## src/rtl/core/ipl4x_pkg.sv

```systemverilog
// shared types and constants for the ethernet ipv4 l4 header extractor
`default_nettype none

package ipl4x_pkg;

  // frame length as carried to the back end, wide enough for the default counter setting
  localparam int FLEN_W          = 16;
  localparam int MAX_FRAME_DFLT  = 16383;
  localparam int PLEN_W          = 14;
  localparam int POFF_W          = 6;
  localparam int QUEUE_DEPTH     = 2;

  // header byte positions within the frame
  localparam int POS_ETYPE_HI    = 12;
  localparam int POS_ETYPE_LO    = 13;
  localparam int POS_FRAG_HI     = 20;
  localparam int POS_FRAG_LO     = 21;
  localparam int POS_PROTO       = 23;
  localparam int POS_SRC_FIRST   = 26;
  localparam int POS_SRC_LAST    = 29;
  localparam int POS_DST_FIRST   = 30;
  localparam int POS_DST_LAST    = 33;
  localparam int POS_PORT_FIRST  = 34;
  localparam int POS_PORT_LAST   = 37;
  localparam int POS_TCP_FLAGS   = 47;

  localparam logic [15:0] ETYPE_IPV4 = 16'h0800;
  localparam logic [15:0] ETYPE_ARP  = 16'h0806;
  localparam logic [7:0]  PROTO_TCP  = 8'd6;
  localparam logic [7:0]  PROTO_UDP  = 8'd17;

  // payload start offsets
  localparam logic [POFF_W-1:0] OFF_LINK    = 6'd14;
  localparam logic [POFF_W-1:0] OFF_IPV4    = 6'd34;
  localparam logic [POFF_W-1:0] OFF_ARP     = 6'd30;
  localparam logic [POFF_W-1:0] OFF_TCP     = 6'd54;
  localparam logic [POFF_W-1:0] OFF_UDP     = 6'd42;

  localparam logic [PLEN_W-1:0] PLEN_MAX    = 14'h3FFF;

  // payload layer register codes
  localparam logic [1:0] LAYER_LINK     = 2'd0;
  localparam logic [1:0] LAYER_DATAGRAM = 2'd1;
  localparam logic [1:0] LAYER_SESSION  = 2'd2;

  // transport kind codes
  localparam logic [1:0] XPORT_NONE  = 2'd0;
  localparam logic [1:0] XPORT_TCP   = 2'd1;
  localparam logic [1:0] XPORT_UDP   = 2'd2;
  localparam logic [1:0] XPORT_OTHER = 2'd3;

  // header fields of one finished frame
  typedef struct packed {
    logic [FLEN_W-1:0] flen;
    logic [15:0]       etype;
    logic [12:0]       frag;
    logic [7:0]        proto;
    logic [31:0]       src;
    logic [31:0]       dst;
    logic [31:0]       ports;
    logic [2:0]        flags;
  } frame_rec_t;

endpackage

`default_nettype wire

```

## src/rtl/core/ipl4x_if.sv

```systemverilog
// request channel interfaces for frame bytes and header summaries
`default_nettype none

interface ipl4x_in_if;
  logic       valid;
  logic       ready;
  logic [7:0] data_byte;
  logic       last_byte;

  modport source (output valid, output data_byte, output last_byte, input ready);
  modport sink   (input valid, input data_byte, input last_byte, output ready);
endinterface

interface ipl4x_out_if;
  logic        valid;
  logic        ready;
  logic        is_ipv4;
  logic        first_fragment;
  logic [1:0]  transport_kind;
  logic [31:0] source_address;
  logic [31:0] dest_address;
  logic [15:0] source_port;
  logic [15:0] dest_port;
  logic        ports_valid;
  logic [2:0]  tcp_flag_bits;
  logic [5:0]  payload_offset;
  logic [13:0] payload_length;
  logic        payload_valid;

  modport source (output valid, output is_ipv4, output first_fragment,
                  output transport_kind, output source_address, output dest_address,
                  output source_port, output dest_port, output ports_valid,
                  output tcp_flag_bits, output payload_offset, output payload_length,
                  output payload_valid, input ready);
  modport sink   (input valid, input is_ipv4, input first_fragment,
                  input transport_kind, input source_address, input dest_address,
                  input source_port, input dest_port, input ports_valid,
                  input tcp_flag_bits, input payload_offset, input payload_length,
                  input payload_valid, output ready);
endinterface

`default_nettype wire

```

## src/rtl/core/ipl4x_front.sv

```systemverilog
// byte counter and header field capture, emits one record per frame
`default_nettype none

module ipl4x_front #(
  parameter int MAX_FRAME_BYTES = ipl4x_pkg::MAX_FRAME_DFLT
) (
  input  wire logic                   clk_i,
  input  wire logic                   rst_ni,
  input  wire logic                   in_valid_i,
  input  wire logic [7:0]             in_data_i,
  input  wire logic                   in_last_i,
  output logic                        in_ready_o,
  input  wire logic                   q_full_i,
  output logic                        push_o,
  output ipl4x_pkg::frame_rec_t       push_rec_o
);
  import ipl4x_pkg::*;

  localparam int CNT_W = $clog2(MAX_FRAME_BYTES + 1);

  logic [CNT_W-1:0] pos_q, pos_d;
  logic [15:0]      etype_q, etype_d;
  logic [12:0]      frag_q, frag_d;
  logic [7:0]       proto_q, proto_d;
  logic [31:0]      src_q, src_d;
  logic [31:0]      dst_q, dst_d;
  logic [31:0]      ports_q, ports_d;
  logic [2:0]       flags_q, flags_d;
  logic             acc;

  assign in_ready_o = !q_full_i;
  assign acc        = in_valid_i && in_ready_o;
  assign push_o     = acc && in_last_i;

  always_comb begin
    etype_d = etype_q;
    frag_d  = frag_q;
    proto_d = proto_q;
    src_d   = src_q;
    dst_d   = dst_q;
    ports_d = ports_q;
    flags_d = flags_q;
    if (pos_q == CNT_W'(POS_ETYPE_HI) || pos_q == CNT_W'(POS_ETYPE_LO)) begin
      etype_d = {etype_q[7:0], in_data_i};
    end else if (pos_q == CNT_W'(POS_FRAG_HI)) begin
      frag_d = {in_data_i[4:0], 8'h00};
    end else if (pos_q == CNT_W'(POS_FRAG_LO)) begin
      frag_d = frag_q | {5'b0, in_data_i};
    end else if (pos_q == CNT_W'(POS_PROTO)) begin
      proto_d = in_data_i;
    end else if (pos_q >= CNT_W'(POS_SRC_FIRST) && pos_q <= CNT_W'(POS_SRC_LAST)) begin
      src_d = {src_q[23:0], in_data_i};
    end else if (pos_q >= CNT_W'(POS_DST_FIRST) && pos_q <= CNT_W'(POS_DST_LAST)) begin
      dst_d = {dst_q[23:0], in_data_i};
    end else if (pos_q >= CNT_W'(POS_PORT_FIRST) && pos_q <= CNT_W'(POS_PORT_LAST)) begin
      ports_d = {ports_q[23:0], in_data_i};
    end else if (pos_q == CNT_W'(POS_TCP_FLAGS)) begin
      flags_d = in_data_i[2:0];
    end
    // byte count holds at its ceiling
    if (pos_q < CNT_W'(MAX_FRAME_BYTES)) begin
      pos_d = pos_q + CNT_W'(1);
    end else begin
      pos_d = pos_q;
    end
  end

  always_comb begin
    push_rec_o.flen  = FLEN_W'(pos_d);
    push_rec_o.etype = etype_d;
    push_rec_o.frag  = frag_d;
    push_rec_o.proto = proto_d;
    push_rec_o.src   = src_d;
    push_rec_o.dst   = dst_d;
    push_rec_o.ports = ports_d;
    push_rec_o.flags = flags_d;
  end

  always_ff @(posedge clk_i or negedge rst_ni) begin
    if (!rst_ni) begin
      pos_q   <= '0;
      etype_q <= '0;
      frag_q  <= '0;
      proto_q <= '0;
      src_q   <= '0;
      dst_q   <= '0;
      ports_q <= '0;
      flags_q <= '0;
    end else if (acc) begin
      if (in_last_i) begin
        pos_q   <= '0;
        etype_q <= '0;
        frag_q  <= '0;
        proto_q <= '0;
        src_q   <= '0;
        dst_q   <= '0;
        ports_q <= '0;
        flags_q <= '0;
      end else begin
        pos_q   <= pos_d;
        etype_q <= etype_d;
        frag_q  <= frag_d;
        proto_q <= proto_d;
        src_q   <= src_d;
        dst_q   <= dst_d;
        ports_q <= ports_d;
        flags_q <= flags_d;
      end
    end
  end

  // a finished frame clears the capture state
  a_clear_after_last: assert property (@(posedge clk_i) disable iff (!rst_ni)
    push_o |=> (pos_q == '0) && (etype_q == '0))
    else $error("capture state not cleared after last byte");

endmodule

`default_nettype wire

```

## src/rtl/core/ipl4x_queue.sv

```systemverilog
// short record queue between capture front and summary back end
`default_nettype none

module ipl4x_queue (
  input  wire logic                   clk_i,
  input  wire logic                   rst_ni,
  input  wire logic                   push_i,
  input  wire ipl4x_pkg::frame_rec_t  push_rec_i,
  output logic                        full_o,
  input  wire logic                   pop_i,
  output logic                        pop_valid_o,
  output ipl4x_pkg::frame_rec_t       pop_rec_o
);
  import ipl4x_pkg::*;

  localparam int PTR_W = $clog2(QUEUE_DEPTH);
  localparam int CNT_W = $clog2(QUEUE_DEPTH + 1);

  frame_rec_t       mem_q [QUEUE_DEPTH];
  logic [PTR_W-1:0] wr_ptr_q, rd_ptr_q;
  logic [CNT_W-1:0] cnt_q;
  logic             do_pop;

  assign full_o      = cnt_q == CNT_W'(QUEUE_DEPTH);
  assign pop_valid_o = cnt_q != '0;
  assign do_pop      = pop_i && pop_valid_o;
  assign pop_rec_o   = mem_q[rd_ptr_q];

  always_ff @(posedge clk_i) begin
    if (push_i) begin
      mem_q[wr_ptr_q] <= push_rec_i;
    end
  end

  always_ff @(posedge clk_i or negedge rst_ni) begin
    if (!rst_ni) begin
      wr_ptr_q <= '0;
      rd_ptr_q <= '0;
      cnt_q    <= '0;
    end else begin
      if (push_i) begin
        wr_ptr_q <= (wr_ptr_q == PTR_W'(QUEUE_DEPTH - 1)) ? '0 : wr_ptr_q + PTR_W'(1);
      end
      if (do_pop) begin
        rd_ptr_q <= (rd_ptr_q == PTR_W'(QUEUE_DEPTH - 1)) ? '0 : rd_ptr_q + PTR_W'(1);
      end
      if (push_i && !do_pop) begin
        cnt_q <= cnt_q + CNT_W'(1);
      end else if (do_pop && !push_i) begin
        cnt_q <= cnt_q - CNT_W'(1);
      end
    end
  end

  a_no_overflow: assert property (@(posedge clk_i) disable iff (!rst_ni)
    full_o |-> !push_i)
    else $error("record pushed into full queue");

  a_count_bound: assert property (@(posedge clk_i) disable iff (!rst_ni)
    cnt_q <= CNT_W'(QUEUE_DEPTH))
    else $error("queue count out of range");

endmodule

`default_nettype wire

```

## src/rtl/core/ipl4x_back.sv

```systemverilog
// summary decode, payload location and output register
`default_nettype none

module ipl4x_back (
  input  wire logic                   clk_i,
  input  wire logic                   rst_ni,
  input  wire logic                   cfg_we_i,
  input  wire logic [1:0]             cfg_wdata_i,
  input  wire logic                   rec_valid_i,
  input  wire ipl4x_pkg::frame_rec_t  rec_i,
  output logic                        pop_o,
  ipl4x_out_if.source                 out_if
);
  import ipl4x_pkg::*;

  logic              valid_q;
  logic [1:0]        layer_q;
  logic [1:0]        layer;
  logic              ipv4, first, tcp, udp, ports_ok, has_pay, pay_ok;
  logic [1:0]        kind;
  logic [POFF_W-1:0] poff;
  logic [FLEN_W-1:0] diff;
  logic [PLEN_W-1:0] plen;

  assign pop_o    = rec_valid_i && (!valid_q || out_if.ready);
  assign out_if.valid = valid_q;

  always_comb begin
    ipv4     = rec_i.etype == ETYPE_IPV4;
    first    = ipv4 && (rec_i.frag == '0);
    tcp      = ipv4 && (rec_i.proto == PROTO_TCP);
    udp      = ipv4 && (rec_i.proto == PROTO_UDP);
    ports_ok = first && (tcp || udp);
    if (!ipv4) begin
      kind = XPORT_NONE;
    end else if (tcp) begin
      kind = XPORT_TCP;
    end else if (udp) begin
      kind = XPORT_UDP;
    end else begin
      kind = XPORT_OTHER;
    end
    // later fragments carry no l4 header
    layer = layer_q;
    if (layer_q == LAYER_SESSION && ipv4 && !first) begin
      layer = LAYER_DATAGRAM;
    end
    has_pay = 1'b0;
    poff    = '0;
    case (layer)
      LAYER_LINK: begin
        has_pay = 1'b1;
        poff    = OFF_LINK;
      end
      LAYER_DATAGRAM: begin
        if (ipv4) begin
          has_pay = 1'b1;
          poff    = OFF_IPV4;
        end else if (rec_i.etype == ETYPE_ARP) begin
          has_pay = 1'b1;
          poff    = OFF_ARP;
        end
      end
      LAYER_SESSION: begin
        if (first && tcp) begin
          has_pay = 1'b1;
          poff    = OFF_TCP;
        end else if (first && udp) begin
          has_pay = 1'b1;
          poff    = OFF_UDP;
        end
      end
      default: begin
        has_pay = 1'b0;
        poff    = '0;
      end
    endcase
    pay_ok = has_pay && (rec_i.flen >= FLEN_W'(poff));
    diff   = rec_i.flen - FLEN_W'(poff);
    if (!pay_ok) begin
      plen = '0;
    end else if (diff > FLEN_W'(PLEN_MAX)) begin
      plen = PLEN_MAX;
    end else begin
      plen = diff[PLEN_W-1:0];
    end
  end

  always_ff @(posedge clk_i or negedge rst_ni) begin
    if (!rst_ni) begin
      valid_q <= 1'b0;
      layer_q <= LAYER_SESSION;
    end else begin
      if (cfg_we_i) begin
        layer_q <= cfg_wdata_i;
      end
      if (pop_o) begin
        valid_q <= 1'b1;
      end else if (out_if.ready) begin
        valid_q <= 1'b0;
      end
    end
  end

  always_ff @(posedge clk_i) begin
    if (pop_o) begin
      out_if.is_ipv4        <= ipv4;
      out_if.first_fragment <= first;
      out_if.transport_kind <= kind;
      out_if.source_address <= ipv4 ? rec_i.src : '0;
      out_if.dest_address   <= ipv4 ? rec_i.dst : '0;
      out_if.source_port    <= ports_ok ? rec_i.ports[31:16] : '0;
      out_if.dest_port      <= ports_ok ? rec_i.ports[15:0] : '0;
      out_if.ports_valid    <= ports_ok;
      out_if.tcp_flag_bits  <= (first && tcp) ? rec_i.flags : '0;
      out_if.payload_offset <= poff;
      out_if.payload_length <= plen;
      out_if.payload_valid  <= pay_ok;
    end
  end

  a_ports_need_l4: assert property (@(posedge clk_i) disable iff (!rst_ni)
    (valid_q && out_if.ports_valid) |->
      (out_if.first_fragment &&
       (out_if.transport_kind == XPORT_TCP || out_if.transport_kind == XPORT_UDP)))
    else $error("ports flagged valid without first-fragment tcp or udp");

  a_payload_has_offset: assert property (@(posedge clk_i) disable iff (!rst_ni)
    (valid_q && out_if.payload_valid) |-> (out_if.payload_offset != '0))
    else $error("valid payload without an offset");

endmodule

`default_nettype wire

```

## src/rtl/core/eth_ipv4_l4_header_extract_top.sv

```systemverilog
// top level of the ethernet ipv4 l4 header extractor
`default_nettype none

// Takes an ethernet frame one byte per request on in_if, starting at the
// destination mac, and returns one summary request on out_if for the byte
// marked last_byte: ipv4 / first fragment flags, transport kind, ip addresses,
// l4 ports, tcp fin/syn/rst and the offset and length of the payload at the
// layer chosen by the payload_layer register (cfg_we_i / cfg_wdata_i, reset
// session). The block takes one byte every cycle while the queue is not full;
// the front end only counts and captures fixed header positions, and the
// summary for a frame passes through the queue to the output register. A
// two-entry record queue sits between capture and decode, so input bytes
// keep flowing while a summary waits on out_if; input stalls only once both
// queue entries and the output register hold frames not yet taken. Write
// payload_layer only while no frame is in flight. The byte count holds at
// MAX_FRAME_BYTES and payload lengths saturate at 16383.
module eth_ipv4_l4_header_extract_top #(
  parameter int MAX_FRAME_BYTES = ipl4x_pkg::MAX_FRAME_DFLT
) (
  input  wire logic       clk_i,
  input  wire logic       rst_ni,
  input  wire logic       cfg_we_i,
  input  wire logic [1:0] cfg_wdata_i,
  ipl4x_in_if.sink        in_if,
  ipl4x_out_if.source     out_if
);
  import ipl4x_pkg::*;

  // records handed from capture to decode
  logic       push, q_full, pop, q_valid;
  frame_rec_t push_rec, pop_rec;

  // capture: byte position and header fields of the current frame
  ipl4x_front #(
    .MAX_FRAME_BYTES (MAX_FRAME_BYTES)
  ) u_front (
    .clk_i      (clk_i),
    .rst_ni     (rst_ni),
    .in_valid_i (in_if.valid),
    .in_data_i  (in_if.data_byte),
    .in_last_i  (in_if.last_byte),
    .in_ready_o (in_if.ready),
    .q_full_i   (q_full),
    .push_o     (push),
    .push_rec_o (push_rec)
  );

  // decoupling queue, one entry per finished frame
  ipl4x_queue u_queue (
    .clk_i       (clk_i),
    .rst_ni      (rst_ni),
    .push_i      (push),
    .push_rec_i  (push_rec),
    .full_o      (q_full),
    .pop_i       (pop),
    .pop_valid_o (q_valid),
    .pop_rec_o   (pop_rec)
  );

  // decode and output register
  ipl4x_back u_back (
    .clk_i       (clk_i),
    .rst_ni      (rst_ni),
    .cfg_we_i    (cfg_we_i),
    .cfg_wdata_i (cfg_wdata_i),
    .rec_valid_i (q_valid),
    .rec_i       (pop_rec),
    .pop_o       (pop),
    .out_if      (out_if)
  );

endmodule

`default_nettype wire
```

## src/flat_wrapper.sv

```systemverilog
// flat-port wrapper written by rule: the top's interface ports become plain ports
module eth_ipv4_l4_header_extract_top_flat import ipl4x_pkg::*;
#(
  parameter int MAX_FRAME_BYTES = ipl4x_pkg::MAX_FRAME_DFLT
)
  (clk_i, rst_ni, cfg_we_i, cfg_wdata_i, in_if_valid, in_if_data_byte, in_if_last_byte, in_if_ready, out_if_valid, out_if_is_ipv4, out_if_first_fragment, out_if_transport_kind, out_if_source_address, out_if_dest_address, out_if_source_port, out_if_dest_port, out_if_ports_valid, out_if_tcp_flag_bits, out_if_payload_offset, out_if_payload_length, out_if_payload_valid, out_if_ready);
  ipl4x_in_if in_if_i ();
  ipl4x_out_if out_if_i ();
  input  wire logic clk_i;
  input  wire logic rst_ni;
  input  wire logic cfg_we_i;
  input  wire logic [1:0] cfg_wdata_i;
  input wire logic [$bits(in_if_i.valid)-1:0] in_if_valid;
  input wire logic [$bits(in_if_i.data_byte)-1:0] in_if_data_byte;
  input wire logic [$bits(in_if_i.last_byte)-1:0] in_if_last_byte;
  output wire logic [$bits(in_if_i.ready)-1:0] in_if_ready;
  output wire logic [$bits(out_if_i.valid)-1:0] out_if_valid;
  output wire logic [$bits(out_if_i.is_ipv4)-1:0] out_if_is_ipv4;
  output wire logic [$bits(out_if_i.first_fragment)-1:0] out_if_first_fragment;
  output wire logic [$bits(out_if_i.transport_kind)-1:0] out_if_transport_kind;
  output wire logic [$bits(out_if_i.source_address)-1:0] out_if_source_address;
  output wire logic [$bits(out_if_i.dest_address)-1:0] out_if_dest_address;
  output wire logic [$bits(out_if_i.source_port)-1:0] out_if_source_port;
  output wire logic [$bits(out_if_i.dest_port)-1:0] out_if_dest_port;
  output wire logic [$bits(out_if_i.ports_valid)-1:0] out_if_ports_valid;
  output wire logic [$bits(out_if_i.tcp_flag_bits)-1:0] out_if_tcp_flag_bits;
  output wire logic [$bits(out_if_i.payload_offset)-1:0] out_if_payload_offset;
  output wire logic [$bits(out_if_i.payload_length)-1:0] out_if_payload_length;
  output wire logic [$bits(out_if_i.payload_valid)-1:0] out_if_payload_valid;
  input wire logic [$bits(out_if_i.ready)-1:0] out_if_ready;
  assign in_if_i.valid = in_if_valid;
  assign in_if_i.data_byte = in_if_data_byte;
  assign in_if_i.last_byte = in_if_last_byte;
  assign in_if_ready = in_if_i.ready;
  assign out_if_valid = out_if_i.valid;
  assign out_if_is_ipv4 = out_if_i.is_ipv4;
  assign out_if_first_fragment = out_if_i.first_fragment;
  assign out_if_transport_kind = out_if_i.transport_kind;
  assign out_if_source_address = out_if_i.source_address;
  assign out_if_dest_address = out_if_i.dest_address;
  assign out_if_source_port = out_if_i.source_port;
  assign out_if_dest_port = out_if_i.dest_port;
  assign out_if_ports_valid = out_if_i.ports_valid;
  assign out_if_tcp_flag_bits = out_if_i.tcp_flag_bits;
  assign out_if_payload_offset = out_if_i.payload_offset;
  assign out_if_payload_length = out_if_i.payload_length;
  assign out_if_payload_valid = out_if_i.payload_valid;
  assign out_if_i.ready = out_if_ready;
  eth_ipv4_l4_header_extract_top #(.MAX_FRAME_BYTES(MAX_FRAME_BYTES)) u_core (.clk_i(clk_i), .rst_ni(rst_ni), .cfg_we_i(cfg_we_i), .cfg_wdata_i(cfg_wdata_i), .in_if(in_if_i), .out_if(out_if_i));
endmodule
```

## config.mk

```make
export PLATFORM = sky130hd
export DESIGN_NAME = eth_ipv4_l4_header_extract_top_flat
export DESIGN_NICKNAME = d
export VERILOG_FILES = /design/src/rtl/core/ipl4x_pkg.sv /design/src/rtl/core/ipl4x_if.sv /design/src/rtl/core/ipl4x_front.sv /design/src/rtl/core/ipl4x_queue.sv /design/src/rtl/core/ipl4x_back.sv /design/src/rtl/core/eth_ipv4_l4_header_extract_top.sv /design/src/flat_wrapper.sv
export SDC_FILE = /design/constraint.sdc
export NUM_CORES = 1
export LEC_CHECK = 0
export BUFFER_PORTS_ARGS = -buffer_cell sky130_fd_sc_hd__buf_2
export CAP_MARGIN = 40
export CORE_ASPECT_RATIO = 2
export CORE_MARGIN = 4
export CORE_UTILIZATION = 63
export CTS_BUF_LIST = sky130_fd_sc_hd__clkbuf_4 sky130_fd_sc_hd__clkbuf_8
export DETAILED_ROUTE_END_ITERATION = 16
export PLACE_DENSITY = 0.84
export REMOVE_ABC_BUFFERS = 1
export SLEW_MARGIN = 20
export SYNTH_ARGS = -nofsm -noshare
export SYNTH_HDL_FRONTEND = slang
export SYNTH_SLANG_ARGS = --single-unit
```

## constraint.sdc

```tcl
create_clock -name clk_i -period 9.1 [get_ports clk_i]
set_input_delay 0 -clock clk_i [delete_from_list [all_inputs] [get_ports clk_i]]
set_output_delay 0 -clock clk_i [all_outputs]
set_load 0.005 [all_outputs]
```

==> results by group, run 1 <==
Power
  – Power Internal: 4.85 mW
  – Net Sw Frac: 27.6%
  – Combinational share of power: 18.3%
  – Standby leakage power: 10.8 nW
  – Part of the total power dissipated in sequential elements: 52.5%
  – Fraction of power consumed by the clock network: 29.2%
  – Pwr dens: 249 nW/um2
  – Max VDD drop: 0.263 mV
  – Net Sw Power: 1.85 mW

Yosys
  – Count of unique library cells instantiated by Yosys: 68
  – Syn Area/Cell: 13.9 um2
  – Total of warnings raised by yosys: 0
  – Synth async-reset ratio: 27.0%
  – Cell types with the largest area share after synthesis: sky130_fd_sc_hd__edfxtp_1 (53%), sky130_fd_sc_hd__dfrtp_1 (16%), sky130_fd_sc_hd__mux2_2 (4.7%), sky130_fd_sc_hd__mux2i_1 (4.4%), sky130_fd_sc_hd__nand2_1 (3.4%)
  – Proportion of synthesized chip area in sequential cells: 69.8%
  – Dominant cell type by area after synthesis: sky130_fd_sc_hd__edfxtp_1
  – Top flip-flop cell by instance count after synthesis: sky130_fd_sc_hd__edfxtp_1
  – Synth Register Bits: 581
  – Share of the synthesized area in the top cell type: 53.3%
  – Number of standard cells after synthesis: 1723
  – Number of flops mapped to enable cells by yosys: 424
  – Total standard cell area after synthesis: 23900 um2

Critical path
  – Highest cell delay on the worst timing path: 770 ps
  – Reg-to-reg critical path startpoint: u_core.u_queue.rd_ptr_q$_DFFE_PN0P_
  – Endpoint kind of the worst setup timing path: flip-flop
  – Element type at the critical path start: flip-flop
  – Critical Path Sink: u_core.u_back.out_if.payload_length[0]$_SDFFCE_PN0P_
  – Worst Reg-to-Reg Cells: 17
  – Critical Path, Cell by Cell: buf_4 > buf_16 > nor3_1 > a21oi_1 > a221o_2 > buf_4 > a21oi_2 > nand2_1 > a21o_1 > ha_1 > nor2b_1 > o21ba_2 > nand3b_1 > or3_1 > o21ai_1 > buf_4 > a21oi_1
  – Max stage delay cell, worst path: sky130_fd_sc_hd__dfrtp_4
  – Flop-to-flop setup slack: 3780 ps
  – Peak fanout along the critical path: 67
  – Top cell by count, worst path: sky130_fd_sc_hd__buf_4
  – CP Launch Point: u_core.u_queue.rd_ptr_q$_DFFE_PN0P_
  – Data required, critical path: 9450 ps
  – Classification of the worst setup path: flip-flop to flip-flop
  – Data arrival time of the critical path: 5670 ps
  – End of the worst register-to-register path: u_core.u_back.out_if.payload_length[0]$_SDFFCE_PN0P_

Global route
  – Via count of the first global-routing pass: 15200
  – Total track usage: 24.0%
  – Global-route wire length before repair: 78900 um
  – Largest net degree at the start of global routing: 68
  – Number of antenna violations at the first check in global routing: 1
  – Total congestion overflow after global routing: 0

Drt
  – Total length of routed wires: 49700 um
  – DRC errors left: 0
  – First-iteration detailed-routing DRC count: 1247
  – Vias after detailed routing: 14700
  – Number of detailed-routing iterations run before antenna repair: 5
  – Via-to-Cell Ratio: 6.12
  – Post-detailed-route wirelength per cell: 20.6 um
  – Post-DRT Antenna Nets: 0

Clock network
  – CTS resizes: 0
  – Root buf cell: sky130_fd_sc_hd__clkbuf_8
  – Number of CTS-inserted buffers: 74
  – Clock network latency to the later pin of the worst-skew pair: 630 ps
  – Number of sinks handled by clock tree synthesis: 581
  – H-tree depth: 3
  – Post-CTS setup buffers: 0
  – TritonCTS clock tree: yes
  – Number of buffers between clock root and the deepest sink: 3
  – Clock Pin Slew Worst Setup and Hold Paths: 70 ps
  – Number of hold buffers added after cts: 19

Timing
  – Setup TNS after final layout: 0 ps
  – RSZ-0062 raised after global routing: no
  – Number of setup violations in the final report: 0
  – Worst-case headroom to the max-slew limit: 42.7%
  – Worst slew pin tran: 860 ps
  – Final hold violation count: 0
  – Post-route setup slack: 3780 ps
  – Final Max Tran Viols: 0
  – Worst Clk Skew: 20.6 ps
  – Max frequency: 188 MHz
  – Post-route fraction of the period consumed by the critical path: 58.4%
  – Min Clock Period, post-route: 5320 ps

Floorplanning
  – Number of cell rows: 100
  – Full die area: 41300 um2
  – Initial Utilization: 64.0%
  – Core Box Area: 37300 um2
  – Die extent in y: 283 um
  – Ports: 143
  – Die width: 146 um

Cells and area
  – Commonest non-fill, non-tap cell in the layout: sky130_fd_sc_hd__edfxtp_1
  – Filler Cells Inserted: 2329
  – Most frequent cells in the layout: sky130_fd_sc_hd__edfxtp_1 (424), sky130_fd_sc_hd__nand2_1 (214), sky130_fd_sc_hd__dfrtp_1 (155), sky130_fd_sc_hd__nor2_1 (147), sky130_fd_sc_hd__buf_2 (140)
  – Area growth from synthesis to layout: 12.8%
  – Share of post-route cells with drive strength above 1: 21.8%
  – Nets: 1918

Place
  – Gp weighted congestion: 0.895
  – Placement Setup Slack: 3900 ps
  – Count of buffers inserted at the top-level ports: 141
  – HPWL after detailed placement: 32000 um

Run
  – Maximum Capacitance Violations: 0

Hold path
  – Worst hold path type: input port to flip-flop

Outcome
  – Result of the run: completed
==> sequential cells by signal (all words and copies together), names as in the netlist, 14 cells and up <==
| signal | flops |
|---|---|
| u_core.u_queue.mem_q | 300 |
| u_core.u_back.out_if.payload_length | 14 |
| u_core.u_back.out_if.dest_address | 32 |
| u_core.u_front.ports_q | 32 |
| u_core.u_back.out_if.source_address | 32 |
| u_core.u_front.etype_q | 16 |
| u_core.u_front.src_q | 32 |
| u_core.u_front.dst_q | 32 |
| u_core.u_front.pos_q | 14 |
| u_core.u_back.out_if.dest_port | 16 |
| u_core.u_back.out_if.source_port | 16 |
==> cell type report <==
type                            instances  area (um2)  share of cell area, %
Multi-Input combinational cell       1022        6730                   25.0
Timing Repair Buffer                  195        1340                   4.98
Inverter                               15        58.8                  0.218
Clock inverter                         27         218                  0.808
Clock buffer                          108        1340                   4.98
Antenna cell                            1        2.50                0.00929
Tap cell                              459         574                   2.13
Sequential cell                       581       16700                   61.9
==> worst min path at each step <==
stage               startpoint                                   end  slack, ps  cells past startpoint
finish                cfg_we_i  u_core.u_back.layer_q[0]$_DFFE_PN0P_        120                      3
global route          cfg_we_i  u_core.u_back.layer_q[0]$_DFFE_PN0P_        140                      3
CTS                   cfg_we_i  u_core.u_back.layer_q[0]$_DFFE_PN0P_         90                      3
detailed placement      rst_ni  u_core.u_front.src_q[24]$_DFFE_PN0P_        -50                      1
global placement        rst_ni  u_core.u_front.src_q[16]$_DFFE_PN0P_        140                      1
floorplan               rst_ni  u_core.u_back.layer_q[0]$_DFFE_PN0P_       -300                      0
==> per-stage QoR <==
step	cells	total power [mW]	utilization (%)	cell area, um2	hold WS [ps]
2_1_floorplan	1618	4.38	-	23400	-296
3_3_place_gp	2239	4.68	66.8	24900	141
3_5_place_dp	2252	4.79	67.5	25200	-49.9
4_1_cts	2406	6.75	72.2	26900	93.7
5_1_grt	2408	6.99	72.2	26900	141
6_report	2408	6.70	72.2	26900	123
==> cell families after synthesis <==
family | Yosys count | synth area share, %
fa+ha+maj | 13 | 0.713
buf+inv | 120 | 2.15
mux | 205 | 9.11
compound gates | 310 | 8.59
other cells | 1 | 0.0157
flops | 581 | 69.8
simple gates | 471 | 8.81
xor+xnor | 22 | 0.807
==> worst max-delay path: cells and delay by family, from the launching register on <==
kind | cells | cell delay [ps]
compound gates | 7 | 1130
fa+ha+maj | 1 | 260
buf+inv | 4 | 1500
flops | 1 | 770
simple gates | 5 | 1290
==> per-layer routing <==
metal,global-route usage (%),vias up,part of all wire [%]
met4,12.2,0,4.5
li1,-,6730,-
met5,0,-,0
met1,26.3,7315,34
met2,44.4,540,56
met3,3.98,140,5.5
==> power groups by stage <==
stage          clock, mW  combinational [mW]  sequential, mW
6_report            1.96                1.22            3.52
5_1_grt             2.11                1.33            3.55
4_1_cts             1.99                1.24            3.52
3_5_place_dp           0                1.22            3.57
3_3_place_gp           0                1.13            3.56
2_1_floorplan          0               0.691            3.69
==> synthesized netlist by cell type, types with 7 or more instances <==
library cell / count
sky130_fd_sc_hd__buf_2: 15
sky130_fd_sc_hd__mux2_2: 99
sky130_fd_sc_hd__ha_1: 12
sky130_fd_sc_hd__mux2i_1: 106
sky130_fd_sc_hd__xnor2_1: 15
sky130_fd_sc_hd__a22oi_1: 64
sky130_fd_sc_hd__o21ai_1: 8
sky130_fd_sc_hd__nand2_1: 215
sky130_fd_sc_hd__nand3_1: 19
sky130_fd_sc_hd__xor2_1: 7
sky130_fd_sc_hd__nand2b_1: 12
sky130_fd_sc_hd__a21oi_1: 44
sky130_fd_sc_hd__a22o_1: 62
sky130_fd_sc_hd__nor4_1: 12
sky130_fd_sc_hd__o21ai_0: 94
sky130_fd_sc_hd__clkbuf_1: 69
sky130_fd_sc_hd__edfxtp_1: 424
sky130_fd_sc_hd__nor2_1: 150
sky130_fd_sc_hd__dfrtp_1: 156
sky130_fd_sc_hd__inv_1: 15
sky130_fd_sc_hd__buf_1: 14
Note: power is estimated with default switching activity, not from simulation.
==> inputs of run 2 (changes only) <==
--- a/config.mk
+++ b/config.mk
@@ -5,6 +5,7 @@
 export SDC_FILE = /design/constraint.sdc
 export NUM_CORES = 1
 export LEC_CHECK = 0
+export ABC_AREA = 1
 export BUFFER_PORTS_ARGS = -buffer_cell sky130_fd_sc_hd__buf_2
 export CAP_MARGIN = 40
 export CORE_ASPECT_RATIO = 2
==> constraint.sdc (replaced) <==
create_clock -name clk_i -period 5.5 [get_ports clk_i]
set_input_delay 0 -clock clk_i [delete_from_list [all_inputs] [get_ports clk_i]]
set_output_delay 0 -clock clk_i [all_outputs]
set_load 0.005 [all_outputs]
==> run 2 against run 1 <==
  * Fmax is 19% higher
  * Critical endpoint is now u_core.u_back.out_if.payload_length[4]$_SDFFCE_PN0P_
  * Largest power group unchanged
  * Global-route usage grew 1.9 points
  * Area after synthesis grew 3.6%
  * Setup slack got worse by 2700 ps
  * Clock skew grew 28 ps
  * Clock-buffer cell count increased by 2
  * Routed wire length rose by 12%
  * First-iteration DRC count rose by 32%
  * Combinational power grew 94%
  * Final area grew 3.1%
  * Register-to-register slack worse by 2700 ps
  * Critical path depth up 5
==> results by group, run 2 <==
Timing
  – Number of setup violations in the final report: 0 (unchanged)
  – Final hold violation count: 0 (unchanged)
  – Max frequency: 225 MHz (was 188 MHz)
  – Final Max Tran Viols: 0 (unchanged)
  – Post-route fraction of the period consumed by the critical path: 81.0% (was 58.4%)
  – Worst-case headroom to the max-slew limit: 33.7% (was 42.7%)
  – RSZ-0062 raised after global routing: no (unchanged)
  – Worst Clk Skew: 48.3 ps (was 20.6 ps)
  – Worst slew pin tran: 995 ps (was 860 ps)
  – Min Clock Period, post-route: 4450 ps (was 5320 ps)

Clock network
  – TritonCTS clock tree: yes (unchanged)
  – CTS resizes: 0 (unchanged)
  – Number of hold buffers added after cts: 17 (was 19)
  – Root buf cell: sky130_fd_sc_hd__clkbuf_8 (unchanged)
  – Number of CTS-inserted buffers: 75 (was 74)
  – Clock network latency to the later pin of the worst-skew pair: 650 ps (was 630 ps)
  – Number of sinks handled by clock tree synthesis: 581 (unchanged)
  – H-tree depth: 3 (unchanged)
  – Number of buffers between clock root and the deepest sink: 3 (unchanged)
  – Clock Pin Slew Worst Setup and Hold Paths: 70 ps (about the same)
  – Post-CTS setup buffers: 0 (unchanged)

Critical path
  – Classification of the worst setup path: flip-flop to flip-flop (unchanged)
  – Flop-to-flop setup slack: 1050 ps (was 3780 ps)
  – Element type at the critical path start: flip-flop (unchanged)
  – Peak fanout along the critical path: 44 (was 67)
  – Endpoint kind of the worst setup timing path: flip-flop (unchanged)
  – Data arrival time of the critical path: 4940 ps (was 5670 ps)
  – Worst Reg-to-Reg Cells: 22 (was 17)
  – End of the worst register-to-register path: u_core.u_back.out_if.payload_length[4]$_SDFFCE_PN0P_ (was u_core.u_back.out_if.payload_length[0]$_SDFFCE_PN0P_)
  – Data required, critical path: 5990 ps (was 9450 ps)
  – Reg-to-reg critical path startpoint: u_core.u_queue.rd_ptr_q$_DFFE_PN0P_ (unchanged)

Hold path
  – Startpoint of the worst hold path: out_if_ready (was cfg_we_i)
  – Worst hold path type: input port to flip-flop (unchanged)
  – Worst hold path stage count: 3 (unchanged)
  – Hold Path End: u_core.u_back.out_if.valid$_DFFE_PN0P_ (was u_core.u_back.layer_q[0]$_DFFE_PN0P_)

Run
  – Maximum Capacitance Violations: 0 (unchanged)

Place
  – Placed standard-cell area: 26000 um2 (was 25200 um2)
  – Gp weighted congestion: 0.923 (was 0.895)
  – Count of buffers inserted at the top-level ports: 141 (unchanged)
  – HPWL after detailed placement: 34600 um (was 32000 um)

Cells and area
  – Largest register FFs: 300 (unchanged)
  – Most flop-heavy register: u_core.u_queue.mem_q (unchanged)
  – Commonest non-fill, non-tap cell in the layout: sky130_fd_sc_hd__nand2_1 (was sky130_fd_sc_hd__edfxtp_1)
  – Filler Cells Inserted: 2693 (was 2329)
  – Layout Utilization: 71.6% (was 72.2%)
  – Share of post-route cells with drive strength above 1: 13.6% (was 21.8%)
  – Area growth from synthesis to layout: 12.2% (was 12.8%)
  – Nets: 2557 (was 1918)
  – Area of all placed cells without fillers: 27800 um2 (was 26900 um2)
  – Most frequent cells in the layout: sky130_fd_sc_hd__nand2_1 (740), sky130_fd_sc_hd__edfxtp_1 (424), sky130_fd_sc_hd__inv_1 (228), sky130_fd_sc_hd__nand3_1 (161), sky130_fd_sc_hd__dfrtp_1 (155) (was sky130_fd_sc_hd__edfxtp_1 (424), sky130_fd_sc_hd__nand2_1 (214), sky130_fd_sc_hd__dfrtp_1 (155), sky130_fd_sc_hd__nor2_1 (147), sky130_fd_sc_hd__buf_2 (140))

Yosys
  – Share of the synthesized area in the top cell type: 51.5% (was 53.3%)
  – Synth Register Bits: 581 (unchanged)
  – Most frequently used cell type in the post-synthesis netlist: sky130_fd_sc_hd__nand2_1 (was sky130_fd_sc_hd__edfxtp_1)
  – Proportion of synthesized chip area in sequential cells: 67.3% (was 69.8%)
  – Dominant cell type by area after synthesis: sky130_fd_sc_hd__edfxtp_1 (unchanged)
  – Synth async-reset ratio: 27.0% (unchanged)
  – Number of standard cells after synthesis: 2378 (was 1723)
  – Top flip-flop cell by instance count after synthesis: sky130_fd_sc_hd__edfxtp_1 (unchanged)
  – Top cells by count, synth: sky130_fd_sc_hd__nand2_1 (741), sky130_fd_sc_hd__edfxtp_1 (424), sky130_fd_sc_hd__inv_1 (230) (was sky130_fd_sc_hd__edfxtp_1 (424), sky130_fd_sc_hd__nand2_1 (215), sky130_fd_sc_hd__dfrtp_1 (156))
  – Count of unique library cells instantiated by Yosys: 41 (was 68)
  – Total of warnings raised by yosys: 0 (unchanged)
  – Total standard cell area after synthesis: 24700 um2 (was 23900 um2)
  – Cell types with the largest area share after synthesis: sky130_fd_sc_hd__edfxtp_1 (51%), sky130_fd_sc_hd__dfrtp_1 (16%), sky130_fd_sc_hd__nand2_1 (11%), sky130_fd_sc_hd__inv_1 (3.5%), sky130_fd_sc_hd__nand3_1 (3.3%) (was sky130_fd_sc_hd__edfxtp_1 (53%), sky130_fd_sc_hd__dfrtp_1 (16%), sky130_fd_sc_hd__mux2_2 (4.7%), sky130_fd_sc_hd__mux2i_1 (4.4%), sky130_fd_sc_hd__nand2_1 (3.4%))
  – Number of flops mapped to enable cells by yosys: 424 (unchanged)
  – Syn Area/Cell: 10.4 um2 (was 13.9 um2)

Power
  – Max VDD drop: 0.449 mV (was 0.263 mV)
  – Overall power after layout: 11.4 mW (was 6.70 mW)
  – Pwr dens: 411 nW/um2 (was 249 nW/um2)
  – Standby leakage power: 12.4 nW (was 10.8 nW)

Outcome
  – Result of the run: completed (unchanged)

Drt
  – Vias after detailed routing: 17700 (was 14700)
  – DRC errors left: 0 (unchanged)
  – Post-detailed-route wirelength per cell: 17.8 um (was 20.6 um)
  – Number of detailed-routing iterations run before antenna repair: 7 (was 5)
  – Post-DRT Antenna Nets: 0 (unchanged)
  – Via-to-Cell Ratio: 5.70 (was 6.12)
  – First-iteration detailed-routing DRC count: 1641 (was 1247)
  – Total length of routed wires: 55500 um (was 49700 um)

Floorplanning
  – Number of cell rows: 102 (was 100)
  – Initial Utilization: 63.8% (was 64.0%)
  – Die width: 148 um (was 146 um)
  – Ports: 143 (unchanged)
  – Die extent in y: 288 um (was 283 um)
  – Core Box Area: 38800 um2 (was 37300 um2)
  – Full die area: 42700 um2 (was 41300 um2)

Global route
  – Number of antenna violations at the first check in global routing: 3 (was 1)
  – Largest net degree at the start of global routing: 151 (was 68)
  – Via count of the first global-routing pass: 17800 (was 15200)
  – Total track usage: 25.9% (was 24.0%)
  – Total congestion overflow after global routing: 0 (unchanged)
  – Global-route wire length before repair: 87300 um (was 78900 um)
==> run 2: cell count changes in the layout (fill, tap and decap cells not counted), moves of 64 or more <==
cell,delta
sky130_fd_sc_hd__nand2_1,+526
sky130_fd_sc_hd__nand3_1,+143
sky130_fd_sc_hd__a22oi_1,-64
sky130_fd_sc_hd__a21oi_1,+68
sky130_fd_sc_hd__mux2i_1,-103
sky130_fd_sc_hd__inv_1,+214
sky130_fd_sc_hd__mux2_2,-98
==> run 2: critical path: stages (launching register included) <==
cell and delay (ps):
sky130_fd_sc_hd__dfrtp_4 770, sky130_fd_sc_hd__inv_4 250, sky130_fd_sc_hd__nor2_1 140, sky130_fd_sc_hd__nand3_1 70, sky130_fd_sc_hd__nand2_1 120, sky130_fd_sc_hd__nand3_1 120, sky130_fd_sc_hd__nor2_2 230, sky130_fd_sc_hd__nand2_1 80
sky130_fd_sc_hd__inv_1 110, sky130_fd_sc_hd__nand2_1 70, sky130_fd_sc_hd__buf_4 250, sky130_fd_sc_hd__o21ai_0 240, sky130_fd_sc_hd__nand2_1 150, sky130_fd_sc_hd__ha_1 360, sky130_fd_sc_hd__nand2_1 100, sky130_fd_sc_hd__inv_1 60
sky130_fd_sc_hd__nand2_1 60, sky130_fd_sc_hd__nand3_1 80, sky130_fd_sc_hd__nor2_1 280, sky130_fd_sc_hd__nand2_1 140, sky130_fd_sc_hd__nand2_1 360, sky130_fd_sc_hd__nor3_1 110, sky130_fd_sc_hd__nor2_2 120
==> run 2: per-stage QoR <==
step           TNS [ps]  hold WS, ps  setup WS [ps]  instances
2_1_floorplan  -1195100         -296          -2970       2265
3_3_place_gp          0         36.3           1260       2944
3_5_place_dp          0         51.1           1160       2952
4_1_cts               0         58.6           1190       3108
5_1_grt               0          149            682       3112
6_report              0         96.9           1050       3113
==> run 2: how the worst max path moves through the flow <==
stage	from	to	slack [ps]	cells past startpoint
finish	u_core.u_queue.rd_ptr_q$_DFFE_PN0P_	u_core.u_back.out_if.payload_length[4]$_SDFFCE_PN0P_	1050	22
CTS	u_core.u_queue.rd_ptr_q$_DFFE_PN0P_	u_core.u_back.out_if.payload_length[2]$_SDFFCE_PN0P_	1190	21
detailed placement	u_core.u_queue.rd_ptr_q$_DFFE_PN0P_	u_core.u_back.out_if.payload_length[8]$_SDFFCE_PN0P_	1160	21
global route	u_core.u_queue.rd_ptr_q$_DFFE_PN0P_	u_core.u_back.out_if.payload_length[8]$_SDFFCE_PN0P_	680	22
floorplan	u_core.u_queue.cnt_q[0]$_DFFE_PN0P_	u_core.u_queue.mem_q[0][0]$_DFFE_PP_	-2970	6
global placement	u_core.u_queue.rd_ptr_q$_DFFE_PN0P_	u_core.u_back.out_if.payload_length[11]$_SDFFCE_PN0P_	1260	21
==> run 2: routing by layer <==
metal  track usage, %  part of all wire [%]
met2             48.8                    54
met3             3.53                   6.4
met4             15.2                   5.7
met1             27.0                    33
met5                0                     0
==> run 2: power by group <==
group          total [mW]  internal, mW  leakage, nW  switching [mW]
logic                2.37         0.714         5.25            1.65
clock network        3.23          1.68        0.832            1.55
registers            5.82          5.56         6.27           0.264
total                11.4          7.96         12.4            3.47
==> run 2: layout make-up <==
cell class / instances / area, um2 / area share, %
Multi-Input combinational cell: 1448 / 6710 / 24.2
Clock buffer: 110 / 1350 / 4.84
Sequential cell: 581 / 16700 / 60.0
Inverter: 236 / 890 / 3.20
Antenna cell: 3 / 7.51 / 0.0270
Tap cell: 520 / 651 / 2.34
Timing Repair Buffer: 186 / 1290 / 4.64
Clock inverter: 29 / 204 / 0.735
==> run 2: kinds of logic after synthesis <==
group	share of synthesized area, %
other	0.0152
multiplexers	0.167
buffers and inverters	5.77
AND/OR/NAND/NOR	18.5
flip-flops	67.3
AO/OA/AOI/OAI	6.91
XOR/XNOR	0.566
adder cells (fa/ha/maj)	0.688
